`src/sv/accel_tilt_angle_macros.svh`:
```
// Assertion macros for the tilt angle block.
`ifndef ACCEL_TILT_ANGLE_MACROS_SVH
`define ACCEL_TILT_ANGLE_MACROS_SVH

// Consequent must hold on the following clock edge.
`define ATA_ASSERT_NEXT(label, ante, cons) \
  label: assert property (@(posedge clk_i) disable iff (!rst_ni) (ante) |=> (cons)) \
    else $error("tilt angle assertion failed");

// Consequent must hold on the same clock edge.
`define ATA_ASSERT_NOW(label, ante, cons) \
  label: assert property (@(posedge clk_i) disable iff (!rst_ni) (ante) |-> (cons)) \
    else $error("tilt angle assertion failed");

`endif

```
`src/sv/ata_pkg.sv`:
```
// Shared types, constants and the arctangent table for the tilt angle block.
package ata_pkg;

  localparam int ANGLE_FRAC_BITS_DEF = 8;
  localparam int CORDIC_STEPS_DEF    = 16;
  localparam int TABLE_LEN           = 24;
  localparam int STEP_W              = 5;
  localparam int GUARD_BITS          = 12;
  localparam int VEC_W               = 34;
  localparam int ANG_W               = 27;
  localparam int AXIS_W              = 17;
  localparam int PADDR_W             = 4;

  localparam logic [29:0] INV_GAIN_Q30 = 30'd652032874;

  localparam logic [1:0] REG_OFFSET_X = 2'd0;
  localparam logic [1:0] REG_OFFSET_Y = 2'd1;
  localparam logic [1:0] REG_OFFSET_Z = 2'd2;

  typedef enum logic [2:0] {
    OP_NONE,
    OP_LOAD,
    OP_MAG,
    OP_MUL,
    OP_AINIT,
    OP_ANG,
    OP_ROUND
  } op_e;

  typedef struct packed {
    op_e               op;
    logic [STEP_W-1:0] step;
  } cmd_t;

  typedef struct packed {
    logic start;
    logic out_free;
  } stat_t;

  typedef struct packed {
    logic [7:0] x_low;
    logic [7:0] x_high;
    logic [7:0] y_low;
    logic [7:0] y_high;
    logic [7:0] z_low;
    logic [7:0] z_high;
  } in_t;

  typedef struct packed {
    logic signed [15:0] roll_angle;
    logic signed [15:0] pitch_angle;
    logic [31:0]        reading_count;
  } out_t;

  // atan(2^-i) in degrees * 2^16
  function automatic logic [21:0] atan_entry(input logic [STEP_W-1:0] i);
    logic [21:0] v;
    case (i)
      5'd0:  v = 22'd2949120;
      5'd1:  v = 22'd1740967;
      5'd2:  v = 22'd919879;
      5'd3:  v = 22'd466945;
      5'd4:  v = 22'd234379;
      5'd5:  v = 22'd117304;
      5'd6:  v = 22'd58666;
      5'd7:  v = 22'd29335;
      5'd8:  v = 22'd14668;
      5'd9:  v = 22'd7334;
      5'd10: v = 22'd3667;
      5'd11: v = 22'd1833;
      5'd12: v = 22'd917;
      5'd13: v = 22'd458;
      5'd14: v = 22'd229;
      5'd15: v = 22'd115;
      5'd16: v = 22'd57;
      5'd17: v = 22'd29;
      5'd18: v = 22'd14;
      5'd19: v = 22'd7;
      5'd20: v = 22'd4;
      5'd21: v = 22'd2;
      5'd22: v = 22'd1;
      default: v = 22'd0;
    endcase
    return v;
  endfunction

endpackage

```
`src/sv/accel_tilt_angle.sv`:
```
// Tilt angle block top level: offset registers, sequencer, datapath, result register.
// Usage:
//  Input channel (in_valid_i / in_stall_o) takes one word: six little-endian sample
//  bytes. Output channel (out_valid_o / out_stall_i) gives roll, pitch and the
//  wrapping reading count. A word moves when valid is high and stall is low.
//  Offsets are written over the APB port (offset_x at 0x0, _y at 0x4, _z at 0x8).
//  Each word runs load, N magnitude iterations, gain removal, arctangent setup,
//  N arctangent iterations and rounding, N = CORDIC_STEPS (capped at 24, default 16).
//  Both CORDIC passes (magnitude then arctangent) run one iteration a cycle on a
//  two-lane datapath; a new word is taken only once the last one has gone to
//  the output register.
//  in_stall_o is high while a word is being worked on.
//  A finished result sits in the output register; while the receiver stalls it
//  holds, and the next input word is still taken and worked on, waiting at the
//  end for the register to free.
//  Reset clears the offsets, the reading count and all valid state.
`include "accel_tilt_angle_macros.svh"

module accel_tilt_angle #(
  parameter int ANGLE_FRAC_BITS = ata_pkg::ANGLE_FRAC_BITS_DEF,
  parameter int CORDIC_STEPS    = ata_pkg::CORDIC_STEPS_DEF
) (
  input  logic                        clk_i,
  input  logic                        rst_ni,
  input  logic                        in_valid_i,
  output logic                        in_stall_o,
  input  ata_pkg::in_t                in_data_i,
  output logic                        out_valid_o,
  input  logic                        out_stall_i,
  output ata_pkg::out_t               out_data_o,
  input  logic                        psel,
  input  logic                        penable,
  input  logic                        pwrite,
  input  logic [ata_pkg::PADDR_W-1:0] paddr,
  input  logic [31:0]                 pwdata,
  output logic [31:0]                 prdata,
  output logic                        pready
);

  logic signed [15:0] off_q [3];
  logic [31:0]        cnt_q;
  logic               out_valid_q;
  ata_pkg::out_t      out_q;
  ata_pkg::stat_t     stat;
  ata_pkg::cmd_t      cmd;
  logic               busy, out_load, in_acc, wr;
  logic signed [15:0] roll, pitch;

  assign pready = 1'b1;
  assign wr     = psel && penable && pwrite && pready;
  assign in_acc = in_valid_i && !in_stall_o;

  always_comb begin
    prdata = '0;
    unique case (paddr[3:2])
      ata_pkg::REG_OFFSET_X: prdata = {16'd0, off_q[0]};
      ata_pkg::REG_OFFSET_Y: prdata = {16'd0, off_q[1]};
      ata_pkg::REG_OFFSET_Z: prdata = {16'd0, off_q[2]};
      default:               prdata = '0;
    endcase
  end

  always_ff @(posedge clk_i or negedge rst_ni) begin
    if (!rst_ni) begin
      off_q[0] <= '0;
      off_q[1] <= '0;
      off_q[2] <= '0;
    end else if (wr) begin
      case (paddr[3:2])
        ata_pkg::REG_OFFSET_X: off_q[0] <= pwdata[15:0];
        ata_pkg::REG_OFFSET_Y: off_q[1] <= pwdata[15:0];
        ata_pkg::REG_OFFSET_Z: off_q[2] <= pwdata[15:0];
        default: ;
      endcase
    end
  end

  assign stat.start    = in_acc;
  assign stat.out_free = !out_valid_q || !out_stall_i;

  ata_ctrl #(
    .CORDIC_STEPS(CORDIC_STEPS)
  ) u_ctrl (
    .clk_i,
    .rst_ni,
    .stat_i    (stat),
    .cmd_o     (cmd),
    .busy_o    (busy),
    .out_load_o(out_load)
  );

  ata_dp #(
    .ANGLE_FRAC_BITS(ANGLE_FRAC_BITS)
  ) u_dp (
    .clk_i,
    .cmd_i    (cmd),
    .in_data_i,
    .off_x_i  (off_q[0]),
    .off_y_i  (off_q[1]),
    .off_z_i  (off_q[2]),
    .roll_o   (roll),
    .pitch_o  (pitch)
  );

  assign in_stall_o = busy;

  always_ff @(posedge clk_i or negedge rst_ni) begin
    if (!rst_ni) begin
      cnt_q       <= '0;
      out_valid_q <= 1'b0;
    end else begin
      if (in_acc) cnt_q <= cnt_q + 32'd1;
      if (out_load) out_valid_q <= 1'b1;
      else if (!out_stall_i) out_valid_q <= 1'b0;
    end
  end

  always_ff @(posedge clk_i) begin
    if (out_load) begin
      out_q.roll_angle    <= roll;
      out_q.pitch_angle   <= pitch;
      out_q.reading_count <= cnt_q;
    end
  end

  assign out_valid_o = out_valid_q;
  assign out_data_o  = out_q;

  `ATA_ASSERT_NEXT(a_busy_after_accept, in_acc, in_stall_o)
  `ATA_ASSERT_NOW(a_count_matches, $rose(out_valid_o), out_data_o.reading_count == cnt_q)
  `ATA_ASSERT_NEXT(a_stalled_word_held, out_valid_o && out_stall_i, out_valid_o && $stable(out_data_o))

endmodule

```
`src/sv/ata_ctrl.sv`:
```
// Sequencer for the tilt angle datapath.
module ata_ctrl #(
  parameter int CORDIC_STEPS = ata_pkg::CORDIC_STEPS_DEF
) (
  input  logic           clk_i,
  input  logic           rst_ni,
  input  ata_pkg::stat_t stat_i,
  output ata_pkg::cmd_t  cmd_o,
  output logic           busy_o,
  output logic           out_load_o
);

  localparam int N = (CORDIC_STEPS > ata_pkg::TABLE_LEN) ? ata_pkg::TABLE_LEN : CORDIC_STEPS;
  localparam logic [ata_pkg::STEP_W-1:0] LAST = ata_pkg::STEP_W'(N - 1);

  localparam logic [2:0] S_IDLE  = 3'd0;
  localparam logic [2:0] S_MAG   = 3'd1;
  localparam logic [2:0] S_MUL   = 3'd2;
  localparam logic [2:0] S_AINIT = 3'd3;
  localparam logic [2:0] S_ANG   = 3'd4;
  localparam logic [2:0] S_ROUND = 3'd5;
  localparam logic [2:0] S_DONE  = 3'd6;

  logic [2:0]                  state_q, state_d;
  logic [ata_pkg::STEP_W-1:0]  cnt_q, cnt_d;

  always_comb begin
    state_d    = state_q;
    cnt_d      = cnt_q;
    cmd_o.op   = ata_pkg::OP_NONE;
    cmd_o.step = cnt_q;
    out_load_o = 1'b0;
    unique case (state_q)
      S_IDLE: begin
        if (stat_i.start) begin
          cmd_o.op = ata_pkg::OP_LOAD;
          cnt_d    = '0;
          state_d  = S_MAG;
        end
      end
      S_MAG: begin
        cmd_o.op = ata_pkg::OP_MAG;
        if (cnt_q == LAST) begin
          state_d = S_MUL;
        end else begin
          cnt_d = cnt_q + 1'b1;
        end
      end
      S_MUL: begin
        cmd_o.op = ata_pkg::OP_MUL;
        state_d  = S_AINIT;
      end
      S_AINIT: begin
        cmd_o.op = ata_pkg::OP_AINIT;
        cnt_d    = '0;
        state_d  = S_ANG;
      end
      S_ANG: begin
        cmd_o.op = ata_pkg::OP_ANG;
        if (cnt_q == LAST) begin
          state_d = S_ROUND;
        end else begin
          cnt_d = cnt_q + 1'b1;
        end
      end
      S_ROUND: begin
        cmd_o.op = ata_pkg::OP_ROUND;
        state_d  = S_DONE;
      end
      S_DONE: begin
        if (stat_i.out_free) begin
          out_load_o = 1'b1;
          state_d    = S_IDLE;
        end
      end
      default: state_d = S_IDLE;
    endcase
  end

  assign busy_o = (state_q != S_IDLE);

  always_ff @(posedge clk_i or negedge rst_ni) begin
    if (!rst_ni) begin
      state_q <= S_IDLE;
      cnt_q   <= '0;
    end else begin
      state_q <= state_d;
      cnt_q   <= cnt_d;
    end
  end

endmodule

```
`src/sv/ata_dp.sv`:
```
// Two-lane CORDIC datapath: magnitude, gain removal, arctangent, rounding.
module ata_dp #(
  parameter int ANGLE_FRAC_BITS = ata_pkg::ANGLE_FRAC_BITS_DEF
) (
  input  logic               clk_i,
  input  ata_pkg::cmd_t      cmd_i,
  input  ata_pkg::in_t       in_data_i,
  input  logic signed [15:0] off_x_i,
  input  logic signed [15:0] off_y_i,
  input  logic signed [15:0] off_z_i,
  output logic signed [15:0] roll_o,
  output logic signed [15:0] pitch_o
);

  localparam int VW = ata_pkg::VEC_W;
  localparam int AW = ata_pkg::ANG_W;
  localparam int AX = ata_pkg::AXIS_W;
  localparam int SH = 16 - ANGLE_FRAC_BITS;
  localparam logic signed [AW-1:0] RND  = AW'(1) <<< (15 - ANGLE_FRAC_BITS);
  localparam logic signed [AW-1:0] FULL = AW'(90) <<< ANGLE_FRAC_BITS;

  // lane 0 gives roll, lane 1 gives pitch
  logic signed [VW-1:0] p_q [2], p_d [2];
  logic signed [VW-1:0] q_q [2], q_d [2];
  logic signed [AW-1:0] ang_q [2], ang_d [2];
  logic signed [AX-1:0] num_q [2], num_d [2];
  logic [59:0]          prod_q [2], prod_d [2];
  logic                 nz_q [2], nz_d [2];
  logic                 dz_q [2], dz_d [2];
  logic signed [15:0]   res_q [2], res_d [2];

  logic signed [AX-1:0] cx, cy, cz;
  logic signed [AX-1:0] va [2], vb [2];
  logic [AX-1:0]        aa [2], ab [2];
  logic signed [VW-1:0] dp [2], dq [2];
  logic [29:0]          mag [2];
  logic signed [AW-1:0] r [2], rr [2];
  logic signed [AW-1:0] tab;

  function automatic logic signed [15:0] sat16(input logic signed [AW-1:0] v);
    logic signed [15:0] o;
    if (v > AW'(32767)) o = 16'sh7fff;
    else if (v < -AW'(32768)) o = 16'sh8000;
    else o = v[15:0];
    return o;
  endfunction

  assign cx = AX'($signed({in_data_i.x_high, in_data_i.x_low})) - AX'(off_x_i);
  assign cy = AX'($signed({in_data_i.y_high, in_data_i.y_low})) - AX'(off_y_i);
  assign cz = AX'($signed({in_data_i.z_high, in_data_i.z_low})) - AX'(off_z_i);

  assign va[0] = cx;
  assign vb[0] = cz;
  assign va[1] = cy;
  assign vb[1] = cz;

  assign tab = $signed({{(AW-22){1'b0}}, ata_pkg::atan_entry(cmd_i.step)});

  always_comb begin
    for (int l = 0; l < 2; l++) begin
      p_d[l]    = p_q[l];
      q_d[l]    = q_q[l];
      ang_d[l]  = ang_q[l];
      num_d[l]  = num_q[l];
      prod_d[l] = prod_q[l];
      nz_d[l]   = nz_q[l];
      dz_d[l]   = dz_q[l];
      res_d[l]  = res_q[l];
      aa[l]     = va[l][AX-1] ? AX'(-va[l]) : AX'(va[l]);
      ab[l]     = vb[l][AX-1] ? AX'(-vb[l]) : AX'(vb[l]);
      dp[l]     = q_q[l] >>> cmd_i.step;
      dq[l]     = p_q[l] >>> cmd_i.step;
      mag[l]    = prod_q[l][59:30];
      r[l]      = (ang_q[l] + RND) >>> SH;
      if (r[l] > FULL) r[l] = FULL;
      if (r[l] < -FULL) r[l] = -FULL;
      if (!nz_q[l]) rr[l] = '0;
      else if (dz_q[l]) rr[l] = num_q[l][AX-1] ? -FULL : FULL;
      else rr[l] = r[l];
      case (cmd_i.op)
        ata_pkg::OP_LOAD: begin
          p_d[l] = $signed({{(VW-AX-ata_pkg::GUARD_BITS){1'b0}}, aa[l],
                            {ata_pkg::GUARD_BITS{1'b0}}});
          q_d[l] = $signed({{(VW-AX-ata_pkg::GUARD_BITS){1'b0}}, ab[l],
                            {ata_pkg::GUARD_BITS{1'b0}}});
          num_d[l] = (l == 0) ? cy : cx;
        end
        ata_pkg::OP_MAG: begin
          if (q_q[l] > 0) begin
            p_d[l] = p_q[l] + dp[l];
            q_d[l] = q_q[l] - dq[l];
          end else begin
            p_d[l] = p_q[l] - dp[l];
            q_d[l] = q_q[l] + dq[l];
          end
        end
        ata_pkg::OP_MUL: begin
          prod_d[l] = p_q[l][29:0] * ata_pkg::INV_GAIN_Q30;
        end
        ata_pkg::OP_AINIT: begin
          p_d[l]   = $signed({{(VW-30){1'b0}}, mag[l]});
          q_d[l]   = VW'(num_q[l]) <<< ata_pkg::GUARD_BITS;
          ang_d[l] = '0;
          nz_d[l]  = (num_q[l] != '0);
          dz_d[l]  = (mag[l] == '0);
        end
        ata_pkg::OP_ANG: begin
          if (q_q[l] >= 0) begin
            p_d[l]   = p_q[l] + dp[l];
            q_d[l]   = q_q[l] - dq[l];
            ang_d[l] = ang_q[l] + tab;
          end else begin
            p_d[l]   = p_q[l] - dp[l];
            q_d[l]   = q_q[l] + dq[l];
            ang_d[l] = ang_q[l] - tab;
          end
        end
        ata_pkg::OP_ROUND: begin
          res_d[l] = sat16((l == 0) ? -rr[l] : rr[l]);
        end
        default: ;
      endcase
    end
  end

  always_ff @(posedge clk_i) begin
    for (int l = 0; l < 2; l++) begin
      p_q[l]    <= p_d[l];
      q_q[l]    <= q_d[l];
      ang_q[l]  <= ang_d[l];
      num_q[l]  <= num_d[l];
      prod_q[l] <= prod_d[l];
      nz_q[l]   <= nz_d[l];
      dz_q[l]   <= dz_d[l];
      res_q[l]  <= res_d[l];
    end
  end

  assign roll_o  = res_q[0];
  assign pitch_o = res_q[1];

endmodule

```
`config.mk`:
```
export PLATFORM = sky130hd
export DESIGN_NAME = accel_tilt_angle
export DESIGN_NICKNAME = d
export VERILOG_FILES = /design/src/sv/ata_pkg.sv /design/src/sv/accel_tilt_angle.sv /design/src/sv/ata_ctrl.sv /design/src/sv/ata_dp.sv
export VERILOG_INCLUDE_DIRS = /design/src /design/src/sv
export SDC_FILE = /design/constraint.sdc
export NUM_CORES = 2
export LEC_CHECK = 0
export BUFFER_PORTS_ARGS = -buffer_cell sky130_fd_sc_hd__buf_2
export CORE_AREA = 2 2 368 370
export DETAILED_ROUTE_END_ITERATION = 6
export DIE_AREA = 0 0 370 372
export GPL_TIMING_DRIVEN = 0
export PLACE_DENSITY = 0.76
export SLEW_MARGIN = 20
export SYNTH_ARGS = -nofsm -noshare
export SYNTH_HDL_FRONTEND = slang
export SYNTH_SLANG_ARGS = --single-unit
```
`constraint.sdc`:
```
create_clock -name clk_i -period 16.27 [get_ports clk_i]
set_input_delay 3.254 -clock clk_i [delete_from_list [all_inputs] [get_ports clk_i]]
set_output_delay 3.254 -clock clk_i [all_outputs]
set_load 0.1 [all_outputs]
```
==> results.yml <==
global_routing:
  grt_max_degree: 55
  first_global_vias: 72200
  grt_pass1_wl_um: 472000
  grtUsageTotal: 0.471
  gr-total-overflow: 0
  antenna_found_initial: 27
critical_path:
  worst_ep_arrival_time_ps: 10840
  cp-start-kind: "flip-flop"
  end_kind: "flip-flop"
  required_ps: 16650
  path_max_fanout: 10
  cpMostUsedCell: "o21ai_0"
  critical_path_class: "reg -> reg"
  cpPeakStageDelay_ps: 830
  path_cells: "clkbuf_1 > buf_1 > buf_1 > o21ai_0 > mux2i_1 > o21ai_0 > o21ai_0 > nor2_1 > nor2_1 > ha_1 > nor4_1 > nand2b_1 > o211ai_1 > o22ai_1 > o21ai_1 > a211oi_1 > o31ai_1 > a311oi_1 > o21ai_0 > a21oi_1 > o31ai_1 > xnor2_1 > o221ai_1"
  r2r_cells: 23
  crit_slowest_cell: "mux2i_1"
finish:
  n_fill_cell: 10700
  final_area_um2: 85800
  fin_nets: 11000
  syn_to_final_growth_pct: 7.95
  final_core_util: 0.639
  drive_gt1_frac: 0.0684
run_status:
  status: "complete, but fails checks"
  violations: "design-rule violations"
clocking:
  post_cts_buffers: 0
  clk_pin_slew_worst_paths_ps: 70
  insertion_delay_ps: 690
  clockBufferDepth: 3
  clock_sinks: 473
  numCtsBuffers: 52
  htreeDepth: 2
  cts_hold_buf: 0
  cts_tree: "built"
  cts_resized: 0
  root_buffer: "clkbuf_16"
yosys:
  synth_xor_area_frac: 0.0350
  synth_top_area_cell: "fa_1"
  synthAdderAreaFrac: 0.386
  ys_ff_latch: 473
  netlist_area_um2: 79500
  synthMuxAreaShare: 0.0486
  synth.avg_cell_area_um2: 9.14
  ys_types: 100
  synth_most_common_cell: "inv_1"
  synth-main-ff-cell: "edfxtp_1"
  yosysTopAreaCellShare: 0.217
  synth_area_leaders: "fa_1, ha_1, edfxtp_1, inv_1, nand2_1"
  seq_area_frac_synth: 0.173
  async_reset_ff_frac: 0.188
  synth_top_family_by_area: "adder cells"
  synthTopCellsByCount: "inv_1, ha_1, fa_1, nand2_1, nor2_1"
  synthCells: 8699
  synthSimpleGateAreaFrac: 0.113
  yosys_warnings: 0
  synth_compound_area_frac: 0.154
  synth-edff-count: 384
floorplanning:
  core-area_um2: 134000
  initial_utilization: 0.592
  die_h_um: 372
  rows: 135
  io_pins: 190
  die-area_um2: 138000
  die_x_um: 370
timing:
  clock.fmax_mhz: 95.6
  final.setup_skew_ps: 59.0
  tightest_slew_ps: 1330
  drv_slew: 0
  slew_headroom: 0.111
  hold_slack_ps: 396
  setup_slack_ps: 5810
  min_period_ps: 10460
  finalCritPeriodShare: 0.643
  rsz0062_at_grt: "no"
  setup_viol: 0
  hold_violations: 0
job:
  maxCapViolCount: 0
placed_design:
  pre_cts_slack_ps: 6530
  dpl_cell_area_um2: 83800
  dp_hpwl_um: 263000
  io_buffers: 154
  gp_congestion: 1.07
drt:
  drc: 3
  routed_wl_um: 327000
  wl_per_cell_um: 30.2
  avgViaCountPerCell: 6.62
  via_count: 71700
  drtIter0Drc: 8764
  first_pass_iters: 7
  postRouteAntennaNets: 0
hold_path:
  holdCritPathClass: "reg -> reg"
  min_path_cells: 0
## final cells by class
| class | instances | area [um^2] | share of cell area |
|---|---|---|---|
| sequential | 473 | 13800 | 0.160 |
| antenna | 18 | 45.0 | 0.000525 |
| multi-input combinational | 6342 | 58700 | 0.684 |
| clock buffer | 56 | 1340 | 0.0156 |
| inverter | 1554 | 5830 | 0.0680 |
| tap | 1781 | 2230 | 0.0260 |
| buffer | 345 | 1450 | 0.0169 |
| timing repair buffer | 227 | 2050 | 0.0239 |
| clock inverter | 40 | 453 | 0.00528 |
## layout by cell type (no fill, tap or decap), types with 61 or more instances in the layout
master,n
nor3_1,107
mux4_2,78
inv_1,1550
dfrtp_1,89
clkbuf_1,224
ha_1,1069
a221o_1,64
nor2b_1,65
o21ai_0,398
a21oi_1,466
nand2_1,644
a21o_1,132
mux2i_1,153
buf_2,175
edfxtp_1,384
xor2_1,105
xnor2_1,210
nor2_1,591
o21a_1,114
a211oi_1,61
fa_1,863
nand2b_1,85
nor4_1,64
nand3_1,117
o21bai_1,80
## routing by layer
metal  part of all wire  track usage
met5            0.00072            0
met4              0.078        0.305
met3               0.12        0.137
met2               0.43        0.711
met1               0.37        0.590
## cell families after synthesis
family	count (synthesis)
AND/OR/NAND/NOR	1949
adder cells (fa/ha/maj)	1932
buffers and inverters	1899
AO/OA/AOI/OAI	1845
flip-flops	473
XOR/XNOR	317
multiplexers	282
other	2
## critical path, delay by kind of cell (launching register included)
family                     cells  cell delay (ps)
xor gates and xnor gates       1              160
AOI/OAI and AO/OA             13             4970
and+or+nand+nor                4             1310
DFF                            1              370
adders and majority gates      1              400
buffers and inverters          3             2080
muxes                          1              830
## through the flow
step,std cells,TNS (ps)
6_report,10800,0
2_1_floorplan,8714,0
4_1_cts,10800,0
5_1_grt,10800,0
3_3_place_gp,10600,-689270
3_5_place_dp,10700,0
## state kept, by name (all words and copies together) (netlist names)
signal / flops
out_data_o: 64
out_valid_o: 1
u_ctrl.state_q: 3
u_dp.p_q: 68
u_dp.ang_q: 54
u_dp.q_q: 68
u_dp.dz_q: 2
cnt_q: 32
off_q: 48
u_dp.prod_q: 60
u_dp.nz_q: 2
u_dp.num_q: 34
u_ctrl.cnt_q: 5
u_dp.res_q: 32
## final timing paths
kind | start | end | slack, ps
worst min register to register | u_dp.res_q[0][6]$_SDFFCE_PN1N_ | out_data_o[54]$_DFFE_PP_ | 400
max in group asynchronous | rst_ni | off_q[37]$_DFFE_PN0P_ | 13130
worst min-delay path | u_dp.res_q[0][6]$_SDFFCE_PN1N_ | out_data_o[54]$_DFFE_PP_ | 400
worst max-delay path | u_ctrl.cnt_q[1]$_DFFE_PN0P_ | u_dp.q_q[0][33]$_DFFE_PP_ | 5810
min in group asynchronous | rst_ni | u_ctrl.cnt_q[4]$_DFFE_PN0P_ | 2510
worst max register to register | u_ctrl.cnt_q[1]$_DFFE_PN0P_ | u_dp.q_q[0][33]$_DFFE_PP_ | 5810
Power is not shown: default switching activity piles up to over one toggle a cycle in this logic, so the estimate is an artifact.
